## src/design/patterned_line_rasterizer_core_assert.svh

```systemverilog
// Assertion macros used by the back stage of the rasterizer.
`ifndef PATTERNED_LINE_RASTERIZER_CORE_ASSERT_SVH
`define PATTERNED_LINE_RASTERIZER_CORE_ASSERT_SVH

// Same-cycle implication, disabled while reset is high.
`define PLR_ASSERT_IMP(lbl, clk, rst, ante, cons) \
   lbl: assert property (@(posedge clk) disable iff (rst) (ante) |-> (cons)) \
      else $error("rasterizer assertion failed");

// Next-cycle implication, disabled while reset is high.
`define PLR_ASSERT_NEXT(lbl, clk, rst, ante, cons) \
   lbl: assert property (@(posedge clk) disable iff (rst) (ante) |=> (cons)) \
      else $error("rasterizer assertion failed");

`endif

```

## src/design/plr_pkg.sv

```systemverilog
// Shared types, constants and the dash table of the patterned line rasterizer.
package plr_pkg;

   localparam int COORD_BITS     = 12;
   localparam int DIM_BITS       = COORD_BITS + 1;
   localparam int COLOR_BITS     = 24;
   localparam int STYLE_BITS     = 3;
   localparam int STYLE_COUNT    = 7;
   localparam int PATTERN_LENGTH = 12;
   localparam int PHASE_BITS     = 4;
   localparam int PROD_BITS      = 2 * DIM_BITS;
   localparam int CROSS_BITS     = PROD_BITS + 1;
   localparam int BAND_BITS      = COORD_BITS + 5;
   localparam int ADDR_BITS      = 4;
   localparam int DATA_BITS      = 32;

   localparam logic [STYLE_BITS:0] STYLE_LIMIT = (STYLE_BITS + 1)'(STYLE_COUNT);
   localparam logic [PHASE_BITS-1:0] PHASE_LAST = PHASE_BITS'(PATTERN_LENGTH - 1);

   localparam logic [DIM_BITS-1:0]   SCREEN_WIDTH_RESET  = DIM_BITS'(640);
   localparam logic [DIM_BITS-1:0]   SCREEN_HEIGHT_RESET = DIM_BITS'(480);
   localparam logic [COLOR_BITS-1:0] BACKGROUND_RESET    = '0;

   // Bit i of each mask is pattern entry i; the last style code never loads.
   localparam logic [PATTERN_LENGTH-1:0] DASH_MASK [8] = '{
      12'hFFF, 12'h03F, 12'hAAA, 12'h1F1, 12'h1FF, 12'h3E7, 12'h888, 12'h000
   };

   typedef enum logic {
      OP_LOAD = 1'b0,
      OP_STEP = 1'b1
   } op_type;

   typedef enum logic [1:0] {
      STATUS_OK     = 2'd0,
      STATUS_REJECT = 2'd1,
      STATUS_IDLE   = 2'd2
   } status_type;

   typedef enum logic [1:0] {
      REG_SCREEN_WIDTH  = 2'd0,
      REG_SCREEN_HEIGHT = 2'd1,
      REG_BACKGROUND    = 2'd2
   } reg_index_type;

   // One request after the front stage: position, products and line attributes.
   typedef struct packed {
      status_type                   status;
      logic                         load_ok;
      logic                         step_act;
      logic [COORD_BITS-1:0]        px;
      logic [COORD_BITS-1:0]        py;
      logic signed [PROD_BITS-1:0]  prod_y;
      logic signed [PROD_BITS-1:0]  prod_x;
      logic [COORD_BITS-1:0]        dx_abs;
      logic                         dx_zero;
      logic                         last;
      logic [COLOR_BITS-1:0]        color;
      logic [STYLE_BITS-1:0]        style;
   } stage_type;

endpackage

```

## src/design/plr_csr.sv

```systemverilog
// Configuration registers of the rasterizer behind an APB-style port.
module plr_csr
   import plr_pkg::*;
(
   input  logic                  clock,
   input  logic                  reset,
   input  logic                  psel,
   input  logic                  penable,
   input  logic                  pwrite,
   input  logic [ADDR_BITS-1:0]  paddr,
   input  logic [DATA_BITS-1:0]  pwdata,
   output logic [DATA_BITS-1:0]  prdata,
   output logic                  pready,
   output logic [DIM_BITS-1:0]   screen_width,
   output logic [DIM_BITS-1:0]   screen_height,
   output logic [COLOR_BITS-1:0] background_color
);

   logic [DIM_BITS-1:0]   width_ff, width_in;
   logic [DIM_BITS-1:0]   height_ff, height_in;
   logic [COLOR_BITS-1:0] bg_ff, bg_in;
   reg_index_type         index;
   logic                  wr_en;

   assign index = reg_index_type'(paddr[3:2]);
   assign wr_en = psel && penable && pwrite;
   assign pready = 1'b1;

   always_comb begin
      width_in  = width_ff;
      height_in = height_ff;
      bg_in     = bg_ff;
      if (wr_en) begin
         case (index)
            REG_SCREEN_WIDTH:  width_in  = pwdata[DIM_BITS-1:0];
            REG_SCREEN_HEIGHT: height_in = pwdata[DIM_BITS-1:0];
            REG_BACKGROUND:    bg_in     = pwdata[COLOR_BITS-1:0];
            default: ;
         endcase
      end
   end

   always_comb begin
      case (index)
         REG_SCREEN_WIDTH:  prdata = DATA_BITS'(width_ff);
         REG_SCREEN_HEIGHT: prdata = DATA_BITS'(height_ff);
         REG_BACKGROUND:    prdata = DATA_BITS'(bg_ff);
         default:           prdata = '0;
      endcase
   end

   always_ff @(posedge clock) begin
      if (reset) begin
         width_ff  <= SCREEN_WIDTH_RESET;
         height_ff <= SCREEN_HEIGHT_RESET;
         bg_ff     <= BACKGROUND_RESET;
      end else begin
         width_ff  <= width_in;
         height_ff <= height_in;
         bg_ff     <= bg_in;
      end
   end

   assign screen_width     = width_ff;
   assign screen_height    = height_ff;
   assign background_color = bg_ff;

endmodule

```

## src/design/plr_front.sv

```systemverilog
// Line state, bounding-box cursor and cross-product multipliers of the rasterizer.
module plr_front
   import plr_pkg::*;
(
   input  logic                  clock,
   input  logic                  reset,
   input  logic                  req_valid,
   output logic                  req_stall,
   input  logic                  req_op,
   input  logic [COORD_BITS-1:0] req_x_start,
   input  logic [COORD_BITS-1:0] req_y_start,
   input  logic [COORD_BITS-1:0] req_x_end,
   input  logic [COORD_BITS-1:0] req_y_end,
   input  logic [COLOR_BITS-1:0] req_line_color,
   input  logic [STYLE_BITS-1:0] req_line_style,
   input  logic [DIM_BITS-1:0]   screen_width,
   input  logic [DIM_BITS-1:0]   screen_height,
   input  logic                  back_ready,
   output logic                  stage_valid,
   output stage_type             stage
);

   logic                         active_ff, active_in;
   logic [COORD_BITS-1:0]        cur_col_ff, cur_col_in;
   logic [COORD_BITS-1:0]        cur_row_ff, cur_row_in;
   logic [COORD_BITS-1:0]        col_min_ff, col_min_in;
   logic [COORD_BITS-1:0]        col_max_ff, col_max_in;
   logic [COORD_BITS-1:0]        row_min_ff, row_min_in;
   logic [COORD_BITS-1:0]        row_max_ff, row_max_in;
   logic [COORD_BITS-1:0]        org_col_ff, org_col_in;
   logic [COORD_BITS-1:0]        org_row_ff, org_row_in;
   logic signed [DIM_BITS-1:0]   dcol_ff, dcol_in;
   logic signed [DIM_BITS-1:0]   drow_ff, drow_in;
   logic [COLOR_BITS-1:0]        color_ff, color_in;
   logic [STYLE_BITS-1:0]        style_ff, style_in;
   logic                         stage_valid_ff, stage_valid_in;
   stage_type                    stage_ff, stage_in;

   logic                         advance;
   logic                         accept;
   logic                         load_ok;
   logic                         at_end;
   logic signed [DIM_BITS-1:0]   rel_row;
   logic signed [DIM_BITS-1:0]   rel_col;
   logic signed [DIM_BITS-1:0]   dcol_abs;

   assign advance   = !stage_valid_ff || back_ready;
   assign req_stall = !advance;
   assign accept    = req_valid && advance;

   assign load_ok = ({1'b0, req_x_start} < screen_width) &&
                    ({1'b0, req_x_end} < screen_width) &&
                    ({1'b0, req_y_start} < screen_height) &&
                    ({1'b0, req_y_end} < screen_height) &&
                    ({1'b0, req_line_style} < STYLE_LIMIT);

   assign rel_row  = signed'({1'b0, cur_row_ff}) - signed'({1'b0, org_row_ff});
   assign rel_col  = signed'({1'b0, cur_col_ff}) - signed'({1'b0, org_col_ff});
   assign dcol_abs = dcol_ff[DIM_BITS-1] ? -dcol_ff : dcol_ff;
   assign at_end   = (cur_col_ff == col_max_ff) && (cur_row_ff == row_max_ff);

   always_comb begin
      active_in  = active_ff;
      cur_col_in = cur_col_ff;
      cur_row_in = cur_row_ff;
      col_min_in = col_min_ff;
      col_max_in = col_max_ff;
      row_min_in = row_min_ff;
      row_max_in = row_max_ff;
      org_col_in = org_col_ff;
      org_row_in = org_row_ff;
      dcol_in    = dcol_ff;
      drow_in    = drow_ff;
      color_in   = color_ff;
      style_in   = style_ff;

      stage_in          = '0;
      stage_in.status   = STATUS_OK;
      stage_in.color    = color_ff;
      stage_in.style    = style_ff;
      stage_in.dx_abs   = dcol_abs[COORD_BITS-1:0];
      stage_in.dx_zero  = (dcol_ff == '0);

      if (accept) begin
         if (op_type'(req_op) == OP_LOAD) begin
            if (load_ok) begin
               stage_in.load_ok = 1'b1;
               active_in  = 1'b1;
               org_col_in = req_x_start;
               org_row_in = req_y_start;
               dcol_in    = signed'({1'b0, req_x_end}) - signed'({1'b0, req_x_start});
               drow_in    = signed'({1'b0, req_y_end}) - signed'({1'b0, req_y_start});
               col_min_in = (req_x_start < req_x_end) ? req_x_start : req_x_end;
               col_max_in = (req_x_start < req_x_end) ? req_x_end : req_x_start;
               row_min_in = (req_y_start < req_y_end) ? req_y_start : req_y_end;
               row_max_in = (req_y_start < req_y_end) ? req_y_end : req_y_start;
               cur_col_in = col_min_in;
               cur_row_in = row_min_in;
               color_in   = req_line_color;
               style_in   = req_line_style;
            end else begin
               stage_in.status = STATUS_REJECT;
            end
         end else if (!active_ff) begin
            stage_in.status = STATUS_IDLE;
         end else begin
            stage_in.step_act = 1'b1;
            stage_in.px       = cur_col_ff;
            stage_in.py       = cur_row_ff;
            stage_in.prod_y   = PROD_BITS'(rel_row) * PROD_BITS'(dcol_ff);
            stage_in.prod_x   = PROD_BITS'(rel_col) * PROD_BITS'(drow_ff);
            stage_in.last     = at_end;
            // Rows run fastest; the column moves on when a row sweep ends.
            if (at_end) begin
               active_in = 1'b0;
            end else if (cur_row_ff >= row_max_ff) begin
               cur_row_in = row_min_ff;
               cur_col_in = cur_col_ff + 1'b1;
            end else begin
               cur_row_in = cur_row_ff + 1'b1;
            end
         end
      end
   end

   always_comb begin
      stage_valid_in = stage_valid_ff;
      if (advance) begin
         stage_valid_in = req_valid;
      end
   end

   always_ff @(posedge clock) begin
      if (reset) begin
         active_ff      <= 1'b0;
         cur_col_ff     <= '0;
         cur_row_ff     <= '0;
         col_min_ff     <= '0;
         col_max_ff     <= '0;
         row_min_ff     <= '0;
         row_max_ff     <= '0;
         org_col_ff     <= '0;
         org_row_ff     <= '0;
         dcol_ff        <= '0;
         drow_ff        <= '0;
         color_ff       <= '0;
         style_ff       <= '0;
         stage_valid_ff <= 1'b0;
      end else begin
         active_ff      <= active_in;
         cur_col_ff     <= cur_col_in;
         cur_row_ff     <= cur_row_in;
         col_min_ff     <= col_min_in;
         col_max_ff     <= col_max_in;
         row_min_ff     <= row_min_in;
         row_max_ff     <= row_max_in;
         org_col_ff     <= org_col_in;
         org_row_ff     <= org_row_in;
         dcol_ff        <= dcol_in;
         drow_ff        <= drow_in;
         color_ff       <= color_in;
         style_ff       <= style_in;
         stage_valid_ff <= stage_valid_in;
      end
   end

   always_ff @(posedge clock) begin
      if (advance) begin
         stage_ff <= stage_in;
      end
   end

   assign stage_valid = stage_valid_ff;
   assign stage       = stage_ff;

endmodule

```

## src/design/plr_back.sv

```systemverilog
// Band test, dash pattern and result register of the rasterizer.
`include "patterned_line_rasterizer_core_assert.svh"

module plr_back
   import plr_pkg::*;
(
   input  logic                  clock,
   input  logic                  reset,
   input  logic                  stage_valid,
   input  stage_type             stage,
   input  logic [COLOR_BITS-1:0] background_color,
   output logic                  back_ready,
   output logic                  rsp_valid,
   input  logic                  rsp_stall,
   output logic [1:0]            rsp_status,
   output logic                  rsp_pixel_write,
   output logic [COORD_BITS-1:0] rsp_pixel_x,
   output logic [COORD_BITS-1:0] rsp_pixel_y,
   output logic [COLOR_BITS-1:0] rsp_pixel_color,
   output logic                  rsp_last
);

   logic                         valid_ff, valid_in;
   logic [PHASE_BITS-1:0]        phase_ff, phase_in;
   status_type                   status_ff;
   logic                         write_ff;
   logic [COORD_BITS-1:0]        x_ff;
   logic [COORD_BITS-1:0]        y_ff;
   logic [COLOR_BITS-1:0]        color_ff, color_in;
   logic                         last_ff;

   logic                         take;
   logic                         drawn;
   logic signed [CROSS_BITS-1:0] cross_sum;
   logic [CROSS_BITS:0]          lhs;
   logic [BAND_BITS-1:0]         rhs;

   assign back_ready = !valid_ff || !rsp_stall;
   assign take       = stage_valid && back_ready;

   // The band of half-width 10.5 is scaled by two: 2*|cross| <= 21*|dx|.
   assign cross_sum = CROSS_BITS'(stage.prod_y) - CROSS_BITS'(stage.prod_x);
   assign lhs   = {(cross_sum[CROSS_BITS-1] ? -cross_sum : cross_sum), 1'b0};
   assign rhs   = (BAND_BITS'(stage.dx_abs) << 4) + (BAND_BITS'(stage.dx_abs) << 2) +
                  BAND_BITS'(stage.dx_abs);
   assign drawn = stage.step_act && (stage.dx_zero || (lhs <= (CROSS_BITS + 1)'(rhs)));

   always_comb begin
      phase_in = phase_ff;
      color_in = '0;
      if (drawn) begin
         color_in = DASH_MASK[stage.style][phase_ff] ? stage.color : background_color;
      end
      if (take) begin
         if (stage.load_ok) begin
            phase_in = '0;
         end else if (drawn) begin
            phase_in = (phase_ff == PHASE_LAST) ? '0 : phase_ff + 1'b1;
         end
      end
   end

   always_comb begin
      valid_in = valid_ff;
      if (take) begin
         valid_in = 1'b1;
      end else if (!rsp_stall) begin
         valid_in = 1'b0;
      end
   end

   always_ff @(posedge clock) begin
      if (reset) begin
         valid_ff <= 1'b0;
         phase_ff <= '0;
      end else begin
         valid_ff <= valid_in;
         phase_ff <= phase_in;
      end
   end

   always_ff @(posedge clock) begin
      if (take) begin
         status_ff <= stage.status;
         write_ff  <= drawn;
         x_ff      <= stage.px;
         y_ff      <= stage.py;
         color_ff  <= color_in;
         last_ff   <= stage.last;
      end
   end

   assign rsp_valid       = valid_ff;
   assign rsp_status      = status_ff;
   assign rsp_pixel_write = write_ff;
   assign rsp_pixel_x     = x_ff;
   assign rsp_pixel_y     = y_ff;
   assign rsp_pixel_color = color_ff;
   assign rsp_last        = last_ff;

   `PLR_ASSERT_IMP(a_phase_range, clock, reset, 1'b1, phase_ff <= PHASE_LAST)
   `PLR_ASSERT_NEXT(a_phase_restart, clock, reset, take && stage.load_ok, phase_ff == '0)
   `PLR_ASSERT_IMP(a_bad_status_quiet, clock, reset,
                   valid_ff && (status_ff != STATUS_OK), !write_ff && !last_ff)
   `PLR_ASSERT_IMP(a_gap_color, clock, reset, valid_ff && !write_ff, color_ff == '0)

endmodule

```

## src/design/patterned_line_rasterizer_core.sv

```systemverilog
// Top level of the patterned line rasterizer: register port, front stage, back stage.
//
//  Channel   Direction  Handshake           Payload
//  req_*     in         req_valid/stall     op, endpoints, line color, line style
//  rsp_*     out        rsp_valid/stall     status, pixel write, x, y, color, last
//  apb       in/out     psel/penable/pready screen width, screen height, background
//
// A request passes from acceptance to its result through the front stage register,
// where the cursor moves and the two cross products are multiplied, and then the
// back stage, where the band test and the dash pattern fill the result register.
// One request is accepted every cycle while the result side does not stall.
// Reset is synchronous and leaves no line active, with the pattern at its start.
// A stalled result holds; the front stage keeps taking requests until it is full.
module patterned_line_rasterizer_core
   import plr_pkg::*;
(
   input  logic                  clock,
   input  logic                  reset,
   input  logic                  req_valid,
   output logic                  req_stall,
   input  logic                  req_op,
   input  logic [COORD_BITS-1:0] req_x_start,
   input  logic [COORD_BITS-1:0] req_y_start,
   input  logic [COORD_BITS-1:0] req_x_end,
   input  logic [COORD_BITS-1:0] req_y_end,
   input  logic [COLOR_BITS-1:0] req_line_color,
   input  logic [STYLE_BITS-1:0] req_line_style,
   output logic                  rsp_valid,
   input  logic                  rsp_stall,
   output logic [1:0]            rsp_status,
   output logic                  rsp_pixel_write,
   output logic [COORD_BITS-1:0] rsp_pixel_x,
   output logic [COORD_BITS-1:0] rsp_pixel_y,
   output logic [COLOR_BITS-1:0] rsp_pixel_color,
   output logic                  rsp_last,
   input  logic                  psel,
   input  logic                  penable,
   input  logic                  pwrite,
   input  logic [ADDR_BITS-1:0]  paddr,
   input  logic [DATA_BITS-1:0]  pwdata,
   output logic [DATA_BITS-1:0]  prdata,
   output logic                  pready
);

   logic [DIM_BITS-1:0]   screen_width;
   logic [DIM_BITS-1:0]   screen_height;
   logic [COLOR_BITS-1:0] background_color;
   logic                  back_ready;
   logic                  stage_valid;
   stage_type             stage;

   plr_csr u_csr (
      .clock            (clock),
      .reset            (reset),
      .psel             (psel),
      .penable          (penable),
      .pwrite           (pwrite),
      .paddr            (paddr),
      .pwdata           (pwdata),
      .prdata           (prdata),
      .pready           (pready),
      .screen_width     (screen_width),
      .screen_height    (screen_height),
      .background_color (background_color)
   );

   plr_front u_front (
      .clock          (clock),
      .reset          (reset),
      .req_valid      (req_valid),
      .req_stall      (req_stall),
      .req_op         (req_op),
      .req_x_start    (req_x_start),
      .req_y_start    (req_y_start),
      .req_x_end      (req_x_end),
      .req_y_end      (req_y_end),
      .req_line_color (req_line_color),
      .req_line_style (req_line_style),
      .screen_width   (screen_width),
      .screen_height  (screen_height),
      .back_ready     (back_ready),
      .stage_valid    (stage_valid),
      .stage          (stage)
   );

   plr_back u_back (
      .clock            (clock),
      .reset            (reset),
      .stage_valid      (stage_valid),
      .stage            (stage),
      .background_color (background_color),
      .back_ready       (back_ready),
      .rsp_valid        (rsp_valid),
      .rsp_stall        (rsp_stall),
      .rsp_status       (rsp_status),
      .rsp_pixel_write  (rsp_pixel_write),
      .rsp_pixel_x      (rsp_pixel_x),
      .rsp_pixel_y      (rsp_pixel_y),
      .rsp_pixel_color  (rsp_pixel_color),
      .rsp_last         (rsp_last)
   );

endmodule
```

## config.mk

```make
export PLATFORM = sky130hd
export DESIGN_NAME = patterned_line_rasterizer_core
export DESIGN_NICKNAME = d
export VERILOG_FILES = /design/src/design/plr_pkg.sv /design/src/design/plr_csr.sv /design/src/design/plr_front.sv /design/src/design/plr_back.sv /design/src/design/patterned_line_rasterizer_core.sv
export VERILOG_INCLUDE_DIRS = /design/src /design/src/design
export SDC_FILE = /design/constraint.sdc
export NUM_CORES = 2
export LEC_CHECK = 0
export BUFFER_PORTS_ARGS = -buffer_cell sky130_fd_sc_hd__buf_4
export CORE_MARGIN = 1.5
export CORE_UTILIZATION = 64
export CTS_CLUSTER_DIAMETER = 100
export DETAILED_ROUTE_END_ITERATION = 8
export PLACE_DENSITY_LB_ADDON = 0.12
export SYNTH_ARGS = -nofsm -noshare
export SYNTH_HDL_FRONTEND = slang
export SYNTH_HIERARCHICAL = 1
export SYNTH_SLANG_ARGS = --single-unit
```

## constraint.sdc

```tcl
create_clock -name clock -period 9.27 [get_ports clock]
set_input_delay 0.4635 -clock clock [delete_from_list [all_inputs] [get_ports clock]]
set_output_delay 0.4635 -clock clock [all_outputs]
set_load 0.02 [all_outputs]
```

# Word-level counts from Yosys, hierarchy flattened
# Memories as Yosys holds them, arrays and structs flattened.
# Index checks and enable logic that the tools add are counted.
# word_totals
inputBits,119
romBits,96
reg_bits,367
ram_bits,0
n_memories,1
latchBits,0
out_inout_bits,87
elab_cells,142
# mem_list
name,words,word_bits,rd,rd_ports_with_merged_regs,write_ports,line_no,source
(no name shown),8,12,1,0,0,plr_back.sv:52,color_in = DASH_MASK[stage.style][phase_ff] ? stage.color : background_color;
# classes
n_reduce_logical,32
n_eq_ne,9
shifts,0
n_mux,36
n_addsub,12
mul,2
n_lt_le_gt_ge,11
div,0
bitwise_logic,3
# ops
operator,count
12-bit two-way mux,17
77-bit two-way mux,1
24-bit case mux with 3 select lines,1
12-bit by 13-bit less-than comparator with 1-bit output,4
13-bit by 13-bit multiplier with 26-bit output,2
12-bit by 12-bit subtractor with 13-bit output,4
28-bit by 17-bit <= comparator with 1-bit output,1
27-bit two-way mux,1
27-bit negator,1
26-bit by 26-bit subtractor with 27-bit output,1
12-bit by 1-bit adder with 12-bit output (second input constant),2
12-bit equality test,2
12-bit less-than comparator,2
24-bit two-way mux,1
16-bit by 14-bit adder with 17-bit output,1
17-bit by 12-bit adder with 17-bit output,1
13-bit logical NOT,1
12-bit greater-or-equal comparator,1
4-bit two-way mux,3
12-bit negator,1
2-bit AND reduction,6
1-bit logical AND,10
1-bit two-way mux,9
2-bit by 1-bit != test with 1-bit output (second input constant),3
20 further kinds,29

# Longest topological paths before layout
# depth
ltp_word,8
depth_mapped,32
ltp_nobuf,32

# Cells and area by module
# Netlist, hierarchy kept.
# modules_own_cells
module,area_each_um2,instances,cells_each,seq_area_each_um2
plr_front,26768.2,1,2919,6416.2
plr_back,6065.8,1,693,1661.6
plr_csr,2528.7,1,268,1001.0

# Worst setup path after synthesis
# OpenSTA, ideal clock, no wires.
# synth_path
path_kind,register -> register
from,register u_front.cur_row_ff[0]
to,"register u_front.stage_ff (netlist bit u_front/stage[92]), data pin"
t_required_ns,9.004
path_slack_ns,1.292
path_buffers,1
arrival_ns,7.712
setup_time_ns,0.266
period_less_slack_ns,7.978
path_stages_with_launch,32
cell_sequence,dfxtp_1 > inv_1 > ha_1 > fa_1 > nor2b_1 > o21a_1 > o21ai_0 > nand2b_1 > a31o_2 > a211o_1 > a21o_1 > a21oi_1 > clkbuf_1 > and2_1 > fa_1 > inv_1 > fa_1 > inv_1 > fa_1 > fa_1 > fa_1 > ha_1 > ha_1 > a21o_1 > a21o_1 > a21o_1 > a2111oi_0 > o31ai_1 > a21o_1 > a21oi_1 > xnor2_1 > nor2_1
# synth_via
elab_chain_cells,2
# synth_rtl
item,line_no,source
"start, declared",plr_front.sv:25,"logic [COORD_BITS-1:0] cur_row_ff, cur_row_in;"
"start signal, assigned",plr_front.sv:152,cur_row_ff <= cur_row_in;
12-bit by 12-bit subtractor with 13-bit output,plr_front.sv:57,"assign rel_row = signed'({1'b0, cur_row_ff}) - signed'({1'b0, org_row_ff});"
13-bit by 13-bit multiplier with 26-bit output,plr_front.sv:110,stage_in.prod_y = PROD_BITS'(rel_row) * PROD_BITS'(dcol_ff);
"end signal, assigned",plr_front.sv:169,stage_ff <= stage_in;
"end, declared",plr_front.sv:37,"stage_type stage_ff, stage_in;"
# Every way passes these cells.
# A chain may end at the register's enable or synchronous reset.

# Worst setup path in the final report
# Same ends and word-level chain as after synthesis.

==> metrics.csv <==
metric;value;unit
outcome;complete, no violations;
synth.avg_cell_area;9.11;sq um
peakVddDrop;200;uV
synthMuxAreaShare;3.07;%
p_per_area;110;nW/um^2
critical_path_buf_inv_count;4;
areaGrowthSynthToFinish;9.52;%
fin_worst_skew;0.0398;ns
synth_flop_cell;dfxtp_1;
yosys_warnings;6;
vias;27700;
grt.total_usage;32.6;%
die_w;238;um
finalHoldWorstSlack;0.107;ns
ff_latch_area;9080;sq um
ys_ff_latch;367;
cts_buffers;43;
vias_per_cell;5.90;
cts_sinks;367;
worst_pin_slew;1.27;ns
rsz0062_at_grt;no;
insertion_delay;0.61;ns
cp.required;9.58;ns
start_kind;flip-flop;
gr-total-overflow;0;
core_area;54200;sq um
wirelength;90500;um
preCtsSetupSlack;0.717;ns
dieArea;56700;sq um
antenna_found_initial;1;
worstSetupPathType;flip-flop to flip-flop;
cp_data_arrival_time;8.94;ns
crit_slowest_cell;a2111oi_0;
fill_cells;4224;
syn-instance-count;3880;
syn_area;35400;sq um
cp_top_family;adder cells;
grt_pass1_vias;27500;
cp_max_fo;18;
synth_edf_count;173;
end_kind;flip-flop;
gp_congestion;0.929;
max_freq;116;MHz
synth_top_area_cell;fa_1;
fp.dieH;238;um
setup-tns-final;0;ns
drive_gt1_share;9.16;%
row_count;85;
r2r_slack;0.64;ns
synth_xor_area_share;3.76;%
post_cts_buffers;0;
cts_max_level;2;
io_buffer_count;186;
synth-simple-area-share;18.4;%
setup_viol;0;
finalHoldViolations;0;
period_minus_slack;8.63;ns
synthAdderAreaFrac;30.1;%
dp_hpwl;69000;um
clock_path_buffers;3;
dr.first_iter.drc_count;2129;
postSynth.asyncResetShare;0;%
drt_pass1_iterations;5;
postRouteAntennaNets;0;
hold_class;input pin to flip-flop;
multi_input_area;23900;sq um
p_leak;17.7;nW
synth_cell_types;99;
ctsHoldBuffers;0;
post-route-period-util;93.1;%
cpPeakStageDelay;0.68;ns
grt_first_pass_wirelength;146000;um
setup_slack;0.642;ns
synth_compound_area_share;11.8;%
synth_most_common_cell;inv_1;
postCtsResizedCells;0;
io_pins;206;
grt_max_degree;108;
cpMostUsedCell;fa_1;
drcViolationCount;0;
wire_per_inst;19.3;um
cts_tree;yes;
max_slew_margin;15.5;%
yosysSeqAreaShare;25.7;%
start_util;65.2;%
synth_common_cells;inv_1, nand2_1, fa_1;
fin_nets;4728;
cap_viol_max_count;0;
total_power;0.00425;W
drv_slew;0;
synth_top_family_by_area;adder cells;
synth_area_leaders;fa_1, edfxtp_1, dfxtp_1, ha_1, inv_1;
utilization;71.4;%
yosysTopAreaCellShare;19.1;%
cts_root_buf;clkbuf_16;
clk_pin_slew;0.06;ns
stage by stage:
stage               area (sq um)  std cells
floorplan                  35400       3887
global placement           37200       4613
detailed placement         37200       4613
CTS                        38700       4692
global route               38700       4692
finish                     38700       4693
cells in the final DEF (no fill, tap or decap), types with 43 or more instances in the layout:
master	Yosys	final
a211oi_1	47	47
a21o_1	47	47
a21oi_1	230	228
and2_1	157	157
and3_1	47	47
buf_4	11	226
clkbuf_16	0	43
dfxtp_1	194	194
edfxtp_1	173	173
fa_1	338	338
ha_1	309	309
inv_1	438	437
mux2i_1	95	95
nand2_1	408	407
nand2b_1	113	112
nand3_1	62	62
nor2_1	305	304
nor2b_1	58	58
nor3_1	79	79
o21ai_0	91	91
xnor2_1	103	98
xor2_1	49	48
path summary, 6_finish.rpt:
check | cells past startpoint | endpoint | from
worst min register to register | 0 | u_back/rsp_last | u_front/stage[27]
worst min-delay path | 3 | u_front/color_ff[5] | req_line_color[5]
worst max-delay path | 31 | u_front/stage[92] | u_front/cur_row_ff[0]
worst max register to register | 31 | u_front/stage[92] | u_front/cur_row_ff[0]
where the power goes:
part	switching [W]	internal, W	total [W]
clock network	0.000746	0.00106	0.00180
logic	0.000430	0.000285	0.000715
registers	0.0000164	0.00171	0.00173
worst min-delay path: stages:
cell and delay [ns]:
buf_4 0.11, nand2_1 0.05, a21oi_1 0.05
area by class of cell:
cell class / instances / share of cell area (%)
Multi-Input combinational cell: 2881 / 61.7
Clock buffer: 53 / 2.93
Tap cell: 696 / 2.25
Sequential cell: 367 / 23.4
Antenna cell: 1 / 0.00646
Inverter: 442 / 4.29
Clock inverter: 26 / 0.982
Timing Repair Buffer: 227 / 4.41
logic make-up after synthesis:
family                     count (synthesis)
AOI/OAI and AO/OA                        628
DFF                                      367
muxes                                    107
and+or+nand+nor                         1338
buffers and inverters                    639
xor gates and xnor gates                 152
other                                      2
adders and majority gates                647
state kept, by name (all words and copies together) (netlist names), 2 cells and up:
| register | cells |
|---|---|
| u_back/rsp_pixel_color | 24 |
| u_front/cur_row_ff | 12 |
| u_back/rsp_status | 2 |
| u_front/dcol_ff | 13 |
| u_front/org_col_ff | 12 |
| u_front/row_max_ff | 12 |
| u_front/stage | 121 |
| u_front/col_max_ff | 12 |
| u_csr/screen_width | 13 |
| u_front/org_row_ff | 12 |
| u_csr/background_color | 24 |
| u_front/style_ff | 3 |
| u_back/rsp_pixel_x | 12 |
| u_front/drow_ff | 13 |
| u_back/phase_ff | 4 |
| u_csr/screen_height | 13 |
| u_front/cur_col_ff | 12 |
| u_back/rsp_pixel_y | 12 |
| u_front/row_min_ff | 12 |
| u_front/color_ff | 24 |
routing by layer:
layer / share of wire (%) / vias to the layer above / wire (um) / GRT usage [%]
met5: 0 / - / 0 / 0
met4: 4.0 / 0 / 3610 / 11.9
met3: 6.0 / 207 / 5400 / 4.03
met2: 48 / 915 / 43100 / 55.1
met1: 42 / 13400 / 38300 / 43.2
li1: - / 13200 / - / -
Power figures use the tool's default switching activity.
